--- config.mk ---
export PLATFORM = sky130hd
export DESIGN_NAME = phase_resistance_identifier_flat
export DESIGN_NICKNAME = d
export VERILOG_FILES = /design/src/pri_pkg.sv /design/src/pri_if.sv /design/src/pri_mul.sv /design/src/pri_div.sv /design/src/phase_resistance_identifier.sv /design/src/flat_wrapper.sv
export VERILOG_INCLUDE_DIRS = /design/src /design/src/src
export SDC_FILE = /design/constraint.sdc
export NUM_CORES = 2
export LEC_CHECK = 0
export BUFFER_PORTS_ARGS = -buffer_cell sky130_fd_sc_hd__buf_2
export CAP_MARGIN = 20
export CORE_MARGIN = 4
export CORE_UTILIZATION = 48
export CTS_CLUSTER_SIZE = 24
export DETAILED_ROUTE_END_ITERATION = 12
export PLACE_DENSITY_LB_ADDON = 0.2
export SLEW_MARGIN = 10
export SYNTH_ARGS = -nofsm -noshare
export SYNTH_HDL_FRONTEND = slang
export SYNTH_SLANG_ARGS = --single-unit
--- constraint.sdc ---
create_clock -name clk -period 15.8 [get_ports clk]
set_input_delay 3.16 -clock clk [delete_from_list [all_inputs] [get_ports clk]]
set_output_delay 3.16 -clock clk [all_outputs]
set_load 0.005 [all_outputs]
--- src/assert_macros.svh ---
// assertion macros shared by the phase resistance identifier
// depends on nothing; included by the top level
`ifndef ASSERT_MACROS_SVH
`define ASSERT_MACROS_SVH

// same-cycle implication
`define PRI_ASSERT_IMP(name, clk, rst_n, ante, cons) \
	name: assert property (@(posedge clk) disable iff (!rst_n) (ante) |-> (cons)) \
		else $error("implication check failed");

// next-cycle implication
`define PRI_ASSERT_NXT(name, clk, rst_n, ante, cons) \
	name: assert property (@(posedge clk) disable iff (!rst_n) (ante) |=> (cons)) \
		else $error("next-cycle check failed");

`endif

--- src/pri_pkg.sv ---
// widths, codes and the result word of the phase resistance identifier
// depends on nothing
`default_nettype none
package pri_pkg;

	localparam int SAMPLE_WIDTH = 16;
	localparam int COUNT_WIDTH  = 15;

	localparam int THR_W    = 15;
	localparam int WEIGHT_W = 16;
	localparam int STEP_W   = 10;
	localparam int GAIN_W   = 16;
	localparam int OFFSET_W = 16;
	localparam int DUTY_W   = 16;
	localparam int VOLT_W   = 21;
	localparam int SUM_W    = 30;
	localparam int RES_W    = 32;
	localparam int PHASE_W  = 2;

	localparam int CFG_W     = (COUNT_WIDTH > 16) ? COUNT_WIDTH : 16;
	localparam int CFG_IDX_W = 3;

	// shared multiplier operands, signed
	localparam int MUL_A_W = ((COUNT_WIDTH > 16) ? COUNT_WIDTH : 16) + 1;
	localparam int MUL_B_W = ((SAMPLE_WIDTH + 1 > VOLT_W) ? SAMPLE_WIDTH + 1 : VOLT_W) + 1;
	localparam int PROD_W  = MUL_A_W + MUL_B_W;

	localparam int FV_W       = SAMPLE_WIDTH + 2;
	localparam int CMP_W      = (SAMPLE_WIDTH - 1 > THR_W) ? SAMPLE_WIDTH - 1 : THR_W;
	localparam int DUTY_SUM_W = PROD_W - 15;
	localparam int VC_W       = VOLT_W + COUNT_WIDTH;
	localparam int NUM_W      = VC_W + 11;
	localparam int DIV_CNT_W  = $clog2(NUM_W + 1);

	localparam logic [15:0] ROUND_HALF = 16'd32768;

	localparam logic [CFG_IDX_W-1:0] REG_THRESHOLD = 3'd0;
	localparam logic [CFG_IDX_W-1:0] REG_WEIGHT    = 3'd1;
	localparam logic [CFG_IDX_W-1:0] REG_STEP      = 3'd2;
	localparam logic [CFG_IDX_W-1:0] REG_COUNT     = 3'd3;
	localparam logic [CFG_IDX_W-1:0] REG_GAIN      = 3'd4;
	localparam logic [CFG_IDX_W-1:0] REG_OFFSET    = 3'd5;

	localparam logic [THR_W-1:0]       RST_THRESHOLD = 15'd1000;
	localparam logic [WEIGHT_W-1:0]    RST_WEIGHT    = 16'd3277;
	localparam logic [STEP_W-1:0]      RST_STEP      = 10'd1;
	localparam logic [COUNT_WIDTH-1:0] RST_COUNT     = COUNT_WIDTH'(20000);
	localparam logic [GAIN_W-1:0]      RST_GAIN      = 16'd3520;
	localparam logic [OFFSET_W-1:0]    RST_OFFSET    = 16'd655;

	localparam logic [PHASE_W-1:0] PH_RAMP = 2'd0;
	localparam logic [PHASE_W-1:0] PH_AVG  = 2'd1;
	localparam logic [PHASE_W-1:0] PH_DONE = 2'd2;

	typedef struct packed {
		logic [DUTY_W-1:0]              duty_a;
		logic [PHASE_W-1:0]             phase;
		logic                           done_res;
		logic [RES_W-1:0]               resistance;
		logic signed [SAMPLE_WIDTH-1:0] filtered_current;
	} pri_word_t;

endpackage
`default_nettype wire

--- src/pri_if.sv ---
// valid/ready channels for sample words and result words
// depends on pri_pkg
`default_nettype none
interface pri_in_if;
	logic                                   valid;
	logic                                   ready;
	logic signed [pri_pkg::SAMPLE_WIDTH-1:0] current_sample;

	modport source (output valid, output current_sample, input ready);
	modport sink (input valid, input current_sample, output ready);
endinterface

interface pri_out_if;
	logic                                   valid;
	logic                                   ready;
	logic [pri_pkg::DUTY_W-1:0]              duty_a;
	logic [pri_pkg::PHASE_W-1:0]             phase;
	logic                                   done_res;
	logic [pri_pkg::RES_W-1:0]               resistance;
	logic signed [pri_pkg::SAMPLE_WIDTH-1:0] filtered_current;

	modport source (output valid, output duty_a, output phase, output done_res,
		output resistance, output filtered_current, input ready);
	modport sink (input valid, input duty_a, input phase, input done_res,
		input resistance, input filtered_current, output ready);
endinterface
`default_nettype wire

--- src/pri_mul.sv ---
// shared signed multiplier with registered product
// depends on pri_pkg
`default_nettype none
module pri_mul (
	input  wire logic                               clk,
	input  wire logic signed [pri_pkg::MUL_A_W-1:0] a,
	input  wire logic signed [pri_pkg::MUL_B_W-1:0] b,
	output logic signed [pri_pkg::PROD_W-1:0]       prod_q
);

	always_ff @(posedge clk) begin
		prod_q <= a * b;
	end

endmodule
`default_nettype wire

--- src/pri_div.sv ---
// restoring divider, one quotient bit per cycle
// depends on pri_pkg
`default_nettype none
module pri_div (
	input  wire logic                         clk,
	input  wire logic                         arst_n,
	input  wire logic                         start,
	input  wire logic [pri_pkg::NUM_W-1:0]    num,
	input  wire logic [pri_pkg::SUM_W-1:0]    den,
	output logic                              done,
	output logic [pri_pkg::NUM_W-1:0]         quo
);

	logic [pri_pkg::SUM_W-1:0]     rem_q;
	logic [pri_pkg::SUM_W-1:0]     den_q;
	logic [pri_pkg::NUM_W-1:0]     quo_q;
	logic [pri_pkg::DIV_CNT_W-1:0] cnt_q;
	logic                          busy_q;
	logic                          done_q;
	logic [pri_pkg::SUM_W:0]       rem_sh;
	logic                          fits;
	logic [pri_pkg::SUM_W:0]       rem_nx;

	always_comb begin
		rem_sh = {rem_q, quo_q[pri_pkg::NUM_W-1]};
		fits   = rem_sh >= {1'b0, den_q};
		rem_nx = fits ? rem_sh - {1'b0, den_q} : rem_sh;
	end

	always_ff @(posedge clk or negedge arst_n) begin
		if (!arst_n) begin
			busy_q <= 1'b0;
			done_q <= 1'b0;
			cnt_q  <= '0;
		end else begin
			done_q <= 1'b0;
			if (start) begin
				busy_q <= 1'b1;
				cnt_q  <= pri_pkg::DIV_CNT_W'(pri_pkg::NUM_W);
			end else if (busy_q) begin
				cnt_q <= cnt_q - 1'b1;
				if (cnt_q == pri_pkg::DIV_CNT_W'(1)) begin
					busy_q <= 1'b0;
					done_q <= 1'b1;
				end
			end
		end
	end

	always_ff @(posedge clk) begin
		if (start) begin
			rem_q <= '0;
			den_q <= den;
			quo_q <= num;
		end else if (busy_q) begin
			rem_q <= rem_nx[pri_pkg::SUM_W-1:0];
			quo_q <= {quo_q[pri_pkg::NUM_W-2:0], fits};
		end
	end

	assign done = done_q;
	assign quo  = quo_q;

endmodule
`default_nettype wire

--- src/phase_resistance_identifier.sv ---
// phase resistance identifier by dc injection: filter, voltage ramp, averaging, divide
// depends on pri_pkg, pri_if, pri_mul, pri_div and assert_macros.svh
// states: ramp word with duty update FMUL, FUPD, DMUL, DUPD, OUT; ramp-ending and
// averaging word FMUL, FUPD, OUT; final word RMUL, RDIV, RWAIT until div_done, OUT,
// or OUT on a zero sum; done word OUT; samples taken only in IDLE, once OUT is left
// reset: async active low, registers to defaults, state to IDLE, phase ramping
`default_nettype none
`include "assert_macros.svh"
module phase_resistance_identifier (
	input  wire logic                             clk,
	input  wire logic                             arst_n,
	pri_in_if.sink                                samples,
	pri_out_if.source                             results,
	input  wire logic                             cfg_we,
	input  wire logic [pri_pkg::CFG_IDX_W-1:0]    cfg_index,
	input  wire logic [pri_pkg::CFG_W-1:0]        cfg_data
);

	localparam int SW = pri_pkg::SAMPLE_WIDTH;

	typedef enum logic [8:0] {
		ST_IDLE  = 9'b000000001,
		ST_FMUL  = 9'b000000010,
		ST_FUPD  = 9'b000000100,
		ST_DMUL  = 9'b000001000,
		ST_DUPD  = 9'b000010000,
		ST_RMUL  = 9'b000100000,
		ST_RDIV  = 9'b001000000,
		ST_RWAIT = 9'b010000000,
		ST_OUT   = 9'b100000000
	} state_t;

	state_t state_q;

	logic [pri_pkg::THR_W-1:0]       thr_q;
	logic [pri_pkg::WEIGHT_W-1:0]    weight_q;
	logic [pri_pkg::STEP_W-1:0]      step_q;
	logic [pri_pkg::COUNT_WIDTH-1:0] count_q;
	logic [pri_pkg::GAIN_W-1:0]      gain_q;
	logic [pri_pkg::OFFSET_W-1:0]    offset_q;

	logic [pri_pkg::PHASE_W-1:0]     phase_q;
	logic signed [SW-1:0]            last_q;
	logic [pri_pkg::VOLT_W-1:0]      volt_q;
	logic [pri_pkg::COUNT_WIDTH-1:0] cnt_q;
	logic [pri_pkg::SUM_W-1:0]       sum_q;
	logic [pri_pkg::RES_W-1:0]       res_q;
	logic [pri_pkg::DUTY_W-1:0]      duty_q;

	logic signed [SW-1:0]            x_q;
	logic                            out_valid_q;
	pri_pkg::pri_word_t              out_q;

	logic signed [pri_pkg::MUL_A_W-1:0] mul_a;
	logic signed [pri_pkg::MUL_B_W-1:0] mul_b;
	logic signed [pri_pkg::PROD_W-1:0]  mul_prod;

	logic                             div_start;
	logic                             div_done;
	logic [pri_pkg::NUM_W-1:0]        div_num;
	logic [pri_pkg::NUM_W-1:0]        div_quo;

	logic                             in_acc;
	logic                             out_load;
	logic [pri_pkg::COUNT_WIDTH-1:0]  cnt_next;
	logic                             avg_more;
	logic signed [SW:0]               diff_c;
	logic signed [pri_pkg::PROD_W:0]  rnd_c;
	logic signed [pri_pkg::PROD_W:0]  q_c;
	logic signed [pri_pkg::FV_W-1:0]  fv_c;
	logic signed [SW-1:0]             fv_new;
	logic                             ramp_hit;
	logic [SW-1:0]                    abs_c;
	logic [pri_pkg::SUM_W:0]          sum_c;
	logic [pri_pkg::VOLT_W:0]         volt_c;
	logic [pri_pkg::DUTY_SUM_W-1:0]   duty_c;
	logic [pri_pkg::VC_W-1:0]         vc_c;
	logic [pri_pkg::RES_W-1:0]        res_c;

	pri_mul u_mul (
		.clk    (clk),
		.a      (mul_a),
		.b      (mul_b),
		.prod_q (mul_prod)
	);

	pri_div u_div (
		.clk    (clk),
		.arst_n (arst_n),
		.start  (div_start),
		.num    (div_num),
		.den    (sum_q),
		.done   (div_done),
		.quo    (div_quo)
	);

	assign samples.ready = (state_q == ST_IDLE);
	assign in_acc        = samples.valid && samples.ready;
	assign out_load      = (state_q == ST_OUT) && (!out_valid_q || results.ready);
	assign div_start     = (state_q == ST_RDIV);

	always_comb begin
		cnt_next = cnt_q + 1'b1;
		avg_more = cnt_next < count_q;
		diff_c   = $signed({x_q[SW-1], x_q}) - $signed({last_q[SW-1], last_q});

		priority if (state_q == ST_RMUL) begin
			mul_a = pri_pkg::MUL_A_W'(count_q);
			mul_b = pri_pkg::MUL_B_W'(volt_q);
		end else if (state_q == ST_DMUL) begin
			mul_a = pri_pkg::MUL_A_W'(gain_q);
			mul_b = pri_pkg::MUL_B_W'(volt_q);
		end else begin
			mul_a = pri_pkg::MUL_A_W'(weight_q);
			mul_b = {{(pri_pkg::MUL_B_W - SW - 1){diff_c[SW]}}, diff_c};
		end

		// round half up, floor toward minus infinity
		rnd_c = $signed({mul_prod[pri_pkg::PROD_W-1], mul_prod})
			+ $signed((pri_pkg::PROD_W + 1)'(pri_pkg::ROUND_HALF));
		q_c   = rnd_c >>> 16;
		fv_c  = $signed({{2{last_q[SW-1]}}, last_q}) + $signed(q_c[pri_pkg::FV_W-1:0]);

		if ((fv_c[pri_pkg::FV_W-1:SW-1] == '0) || (fv_c[pri_pkg::FV_W-1:SW-1] == '1)) begin
			fv_new = fv_c[SW-1:0];
		end else if (fv_c[pri_pkg::FV_W-1]) begin
			fv_new = {1'b1, {(SW - 1){1'b0}}};
		end else begin
			fv_new = {1'b0, {(SW - 1){1'b1}}};
		end

		ramp_hit = !fv_new[SW-1]
			&& (pri_pkg::CMP_W'(fv_new[SW-2:0]) > pri_pkg::CMP_W'(thr_q));
		abs_c    = fv_new[SW-1] ? SW'(-fv_new) : SW'(fv_new);
		sum_c    = {1'b0, sum_q} + (pri_pkg::SUM_W + 1)'(abs_c);
		volt_c   = {1'b0, volt_q} + (pri_pkg::VOLT_W + 1)'(step_q);
		duty_c   = pri_pkg::DUTY_SUM_W'(mul_prod[pri_pkg::PROD_W-1:16])
			+ pri_pkg::DUTY_SUM_W'(offset_q);

		// 1280 = 1024 + 256
		vc_c    = mul_prod[pri_pkg::VC_W-1:0];
		div_num = (pri_pkg::NUM_W'(vc_c) << 10) + (pri_pkg::NUM_W'(vc_c) << 8);
		res_c   = (|div_quo[pri_pkg::NUM_W-1:pri_pkg::RES_W]) ? '1
			: div_quo[pri_pkg::RES_W-1:0];
	end

	always_ff @(posedge clk or negedge arst_n) begin
		if (!arst_n) begin
			thr_q       <= pri_pkg::RST_THRESHOLD;
			weight_q    <= pri_pkg::RST_WEIGHT;
			step_q      <= pri_pkg::RST_STEP;
			count_q     <= pri_pkg::RST_COUNT;
			gain_q      <= pri_pkg::RST_GAIN;
			offset_q    <= pri_pkg::RST_OFFSET;
			state_q     <= ST_IDLE;
			phase_q     <= pri_pkg::PH_RAMP;
			last_q      <= '0;
			volt_q      <= '0;
			cnt_q       <= '0;
			sum_q       <= '0;
			res_q       <= '0;
			duty_q      <= '0;
			out_valid_q <= 1'b0;
		end else begin
			if (cfg_we) begin
				unique case (cfg_index)
					pri_pkg::REG_THRESHOLD: thr_q    <= cfg_data[pri_pkg::THR_W-1:0];
					pri_pkg::REG_WEIGHT:    weight_q <= cfg_data[pri_pkg::WEIGHT_W-1:0];
					pri_pkg::REG_STEP:      step_q   <= cfg_data[pri_pkg::STEP_W-1:0];
					pri_pkg::REG_COUNT:     count_q  <= cfg_data[pri_pkg::COUNT_WIDTH-1:0];
					pri_pkg::REG_GAIN:      gain_q   <= cfg_data[pri_pkg::GAIN_W-1:0];
					pri_pkg::REG_OFFSET:    offset_q <= cfg_data[pri_pkg::OFFSET_W-1:0];
					default: ;
				endcase
			end

			if (out_load) begin
				out_valid_q <= 1'b1;
			end else if (results.valid && results.ready) begin
				out_valid_q <= 1'b0;
			end

			unique case (state_q)
				ST_IDLE: begin
					if (in_acc) begin
						unique case (phase_q)
							pri_pkg::PH_RAMP: state_q <= ST_FMUL;
							pri_pkg::PH_AVG: begin
								cnt_q <= cnt_next;
								if (avg_more) begin
									state_q <= ST_FMUL;
								end else if (sum_q == '0) begin
									res_q   <= '1;
									duty_q  <= '0;
									phase_q <= pri_pkg::PH_DONE;
									state_q <= ST_OUT;
								end else begin
									state_q <= ST_RMUL;
								end
							end
							default: state_q <= ST_OUT;
						endcase
					end
				end
				ST_FMUL: state_q <= ST_FUPD;
				ST_FUPD: begin
					last_q <= fv_new;
					if (phase_q == pri_pkg::PH_RAMP) begin
						if (ramp_hit) begin
							phase_q <= pri_pkg::PH_AVG;
							state_q <= ST_OUT;
						end else begin
							volt_q  <= volt_c[pri_pkg::VOLT_W] ? '1
								: volt_c[pri_pkg::VOLT_W-1:0];
							state_q <= ST_DMUL;
						end
					end else begin
						sum_q   <= sum_c[pri_pkg::SUM_W] ? '1 : sum_c[pri_pkg::SUM_W-1:0];
						state_q <= ST_OUT;
					end
				end
				ST_DMUL: state_q <= ST_DUPD;
				ST_DUPD: begin
					duty_q  <= (|duty_c[pri_pkg::DUTY_SUM_W-1:pri_pkg::DUTY_W]) ? '1
						: duty_c[pri_pkg::DUTY_W-1:0];
					state_q <= ST_OUT;
				end
				ST_RMUL: state_q <= ST_RDIV;
				ST_RDIV: state_q <= ST_RWAIT;
				ST_RWAIT: begin
					if (div_done) begin
						res_q   <= res_c;
						duty_q  <= '0;
						phase_q <= pri_pkg::PH_DONE;
						state_q <= ST_OUT;
					end
				end
				ST_OUT: begin
					if (out_load) begin
						state_q <= ST_IDLE;
					end
				end
				default: state_q <= ST_IDLE;
			endcase
		end
	end

	always_ff @(posedge clk) begin
		if (in_acc) begin
			x_q <= samples.current_sample;
		end
		if (out_load) begin
			out_q.duty_a           <= duty_q;
			out_q.phase            <= phase_q;
			out_q.done_res         <= (phase_q == pri_pkg::PH_DONE);
			out_q.resistance       <= res_q;
			out_q.filtered_current <= last_q;
		end
	end

	assign results.valid            = out_valid_q;
	assign results.duty_a           = out_q.duty_a;
	assign results.phase            = out_q.phase;
	assign results.done_res         = out_q.done_res;
	assign results.resistance       = out_q.resistance;
	assign results.filtered_current = out_q.filtered_current;

	// done forces the duty to zero and is never left
	`PRI_ASSERT_IMP(a_done_duty_zero, clk, arst_n, phase_q == pri_pkg::PH_DONE, duty_q == '0)
	`PRI_ASSERT_NXT(a_done_sticks, clk, arst_n, phase_q == pri_pkg::PH_DONE, phase_q == pri_pkg::PH_DONE)
	// the divider only ever sees a nonzero sum
	`PRI_ASSERT_IMP(a_div_den_nonzero, clk, arst_n, div_start, sum_q != '0)

endmodule
`default_nettype wire

--- src/flat_wrapper.sv ---
// flat-port wrapper written by rule: the top's interface ports become plain ports
module phase_resistance_identifier_flat 
  (clk, arst_n, cfg_we, cfg_index, cfg_data, samples_valid, samples_current_sample, samples_ready, results_valid, results_duty_a, results_phase, results_done_res, results_resistance, results_filtered_current, results_ready);
  pri_in_if samples_i ();
  pri_out_if results_i ();
  input  wire logic clk;
  input  wire logic arst_n;
  input  wire logic cfg_we;
  input  wire logic [pri_pkg::CFG_IDX_W-1:0] cfg_index;
  input  wire logic [pri_pkg::CFG_W-1:0] cfg_data;
  input wire logic [$bits(samples_i.valid)-1:0] samples_valid;
  input wire logic [$bits(samples_i.current_sample)-1:0] samples_current_sample;
  output wire logic [$bits(samples_i.ready)-1:0] samples_ready;
  output wire logic [$bits(results_i.valid)-1:0] results_valid;
  output wire logic [$bits(results_i.duty_a)-1:0] results_duty_a;
  output wire logic [$bits(results_i.phase)-1:0] results_phase;
  output wire logic [$bits(results_i.done_res)-1:0] results_done_res;
  output wire logic [$bits(results_i.resistance)-1:0] results_resistance;
  output wire logic [$bits(results_i.filtered_current)-1:0] results_filtered_current;
  input wire logic [$bits(results_i.ready)-1:0] results_ready;
  assign samples_i.valid = samples_valid;
  assign samples_i.current_sample = samples_current_sample;
  assign samples_ready = samples_i.ready;
  assign results_valid = results_i.valid;
  assign results_duty_a = results_i.duty_a;
  assign results_phase = results_i.phase;
  assign results_done_res = results_i.done_res;
  assign results_resistance = results_i.resistance;
  assign results_filtered_current = results_i.filtered_current;
  assign results_i.ready = results_ready;
  phase_resistance_identifier u_core (.clk(clk), .arst_n(arst_n), .samples(samples_i), .results(results_i), .cfg_we(cfg_we), .cfg_index(cfg_index), .cfg_data(cfg_data));
endmodule
==> metrics.csv <==
stage;metric;value;unit
routing;routed len/inst;20.16;um
job;Max Cap Viol;0;
global_routing;largest net degree at the start of global routing;167;
clocking;post_cts resized;0;
logic_synthesis;main combinational cell family by area after synthesis;adder cells;
sta;Slew @ Worst Pin;1.230;ns
clocking;post-cts hold buffer count;0;
sta;RSZ-0062 raised after global routing;no;
setup_path;WP data required;16.28;ns
setup_path;WS Path Type;reg -> reg;
setup_path;crit-path max cell delay;0.78;ns
logic_synthesis;post-synthesis xor/xnor area fraction;0.05066;
sta;Setup TNS Final;0;ns
logic_synthesis;cell with the most instances after synthesis;inv_1;
routing;drt drc;0;
routing;Detail Route Antenna Nets;0;
logic_synthesis;Compound-Gate Fraction of Synth Area;0.1231;
clocking;# Post-CTS Setup Buffers;0;
sta;min cycle time layout;9.898;ns
logic_synthesis;Post-Syn Nets;4831;
placement;I/O Buffers;108;
sta;Relative slew margins;0.1799;
final_layout;Layout fillers;7406;
global_routing;initial antenna violation count;8;
clocking;H-tree levels;2;
sta;Setup-failing EPs final;0;
setup_path;slowest cell on the critical path;a2111oi_0;
placement;Area after DPL;40910;um2
logic_synthesis;top-area cell type share of the netlist area;0.1793;
sta;Final Hold Fails;0;
clocking;Root Buffer;clkbuf_16;
logic_synthesis;multiplexer share of the synthesized area;0.03071;
routing;vias per cell;5.550;
worst_hold_path;Worst Hold Class;reg -> reg;
routing;Total Routed Length;108000;um
floorplan;Die Wd;293.3;um
logic_synthesis;FFs w/ async S/R, synth;0.5096;
logic_synthesis;Top FF cell, synth;dfrtp_1;
sta;fin crit share;0.6264;
placement;HPWL after detailed placement;83030;um
floorplan;Std-Cell Rows;104;
final_layout;Layout area overhead;9.681;%
global_routing;global-route usage over all layers;0.2536;
sta;Slew Limit Fails;0;
logic_synthesis;synth unique cells;86;
routing;Iter 0 DRT Violations;2160;
clocking;Max clock buf depth;3;
clocking;clock slew at reported path FFs;0.06;ns
sta;fmax;101.0;MHz
floorplan;io pins;109;
floorplan;Die Area;86020;um2
logic_synthesis;number of synthesized flops with an enable pin;160;
setup_path;cell repeated most along the worst path;fa_1;
final_layout;layout cells sized above 1;0.09548;
clocking;CTS tree;built;
logic_synthesis;Ys Warns;0;
logic_synthesis;sequential share of the synthesized area;0.3118;
logic_synthesis;synth cell count leaders;inv_1, nor2_1, nand2_1, fa_1, ha_1;
clocking;Inserted Clock Buffers;52;
setup_path;delay-heaviest family, CP;adder cells;
logic_synthesis;synthesized area;39070;um2
global_routing;first-pass GRT wire length;171100;um
logic_synthesis;simple logic cell fraction of the synthesized area;0.1493;
logic_synthesis;post-synthesis register bit count;467;
floorplan;initial core utilization;0.4850;
global_routing;vias in the first global route;30269;
outcome;status;complete, no violations;
routing;DRT Pass-1 Iters;6;
floorplan;Core Box Area;80550;um2
global_routing;gr ovfl total;0;
setup_path;crit path max fanout;15;
final_layout;post-route cell area;42850;um2
logic_synthesis;ranking of synthesized cells by area;fa_1, dfrtp_1, edfxtp_1;
setup_path;Setup crit end kind;flop;
logic_synthesis;Adder-Cell Fraction of Synth Area;0.2671;
placement;GPL Wtd Cong;0.9448;
setup_path;CP Buf/Inv Count;2;
logic_synthesis;Syn Area/Cell;9.367;um2
final_layout;Layout Nets;4910;
setup_path;WP data arrival;10.38;ns
sta;Final Skew;0.02207;ns
routing;via count;29732;
sta;hold_ws;0.4455;ns
logic_synthesis;Post-Synthesis Cells;4171;
setup_path;Worst Setup Start Kind;flop;
clocking;total clock sinks;467;
clocking;Worst-Skew Late Latency;0.61;ns
floorplan;die height;293.3;um
logic_synthesis;post-synth top area cell;fa_1;
[kinds of logic (layout without fill, tap and decap cells)]
kind of cell,after synthesis,after routing
compound gates,752,752
xor+xnor,226,226
fa+ha+maj,625,625
buf+inv,698,821
flops,467,467
mux,109,109
other cells,0,3
simple gates,1294,1294
[per-layer routing]
metal / routed length, um / share of wire / vias up / track usage
met3: 7876 / 0.073 / 242 / 0.04671
met1: 46270 / 0.43 / 14475 / 0.3433
met4: 4276 / 0.040 / 6 / 0.08842
li1: - / - / 14093 / -
met2: 49550 / 0.46 / 916 / 0.4125
met5: 41 / 0.00038 / - / 0
[final timing paths]
| kind | start | end | slack (ns) | cells after the start |
|---|---|---|---|---|
| max | u_core.last_q[0] | u_core.u_mul.prod_q[38] | 5.90 | 27 |
| min | u_core.res_q[17] | u_core.results.resistance[17] | 0.45 | 0 |
| max reg2reg | u_core.last_q[0] | u_core.u_mul.prod_q[38] | 5.90 | 27 |
| min reg2reg | u_core.res_q[17] | u_core.results.resistance[17] | 0.45 | 0 |
| max in group asynchronous | arst_n | u_core.cnt_q[13] | 11.86 | 2 |
| min in group asynchronous | arst_n | u_core.res_q[13] | 2.49 | 1 |
[per-stage QoR]
stage                       util  cells  setup slack [ns]
final                     0.5320   5357             5.902
after global routing      0.5319   5354             5.331
after CTS                 0.5318   5353             6.016
after detailed placement  0.5080   5255             6.043
after global placement    0.5079   5254             6.190
after floorplan                -   4171             7.191
[cell type report]
class                   instances  area [um2]  share of cell area
clock inverters                32       439.2             0.01025
clock buffers                  66        1479             0.03451
repair buffers                161       964.7             0.02251
inverters                     562        2110             0.04923
flip-flops and latches        467       12180              0.2843
diodes                          3       7.507           0.0001752
well taps                    1060        1326             0.03095
multi-input cells            3006       24340              0.5681
[cell usage in the layout, fill, tap and decap left out, drive strengths merged, types with 14 or more instances in the layout]
cell type,n
inv,566
nor2,474
nand2,408
fa,350
ha,270
a21oi,232
dfrtp,207
buf,161
edfxtp,160
xnor2,153
o21ai,152
a21o,96
mux2,87
nand3,82
xor2,73
dfxtp,69
clkbuf,66
nor3,65
nand2b,53
o21a,48
a211oi,47
dfstp,31
nand4,30
nor2b,29
and3,27
a31oi,26
mux2i,22
and2,20
or2,20
nor4,20
o31ai,19
o211ai,18
a221o,17
clkinv,17
o21bai,16
or3,14
nor3b,14
[state kept, by name (all words and copies together) (netlist names), 9 cells and up]
signal / count
u_core.results.resistance: 32
u_core.results.filtered_current: 16
u_core.offset_q: 16
u_core.results.duty_a: 16
u_core.last_q: 16
u_core.u_mul.prod_q: 39
u_core.u_div.rem_q: 30
u_core.x_q: 16
u_core.volt_q: 21
u_core.cnt_q: 15
u_core.u_div.den_q: 30
u_core.gain_q: 16
u_core.state_q: 9
u_core.u_div.quo: 47
u_core.thr_q: 15
u_core.count_q: 15
u_core.res_q: 32
u_core.step_q: 10
u_core.duty_q: 16
u_core.sum_q: 30
u_core.weight_q: 16
Power is left out: the tool's default activity adds up to more than one toggle a clock period on the data nets, which glitch-free logic cannot reach.
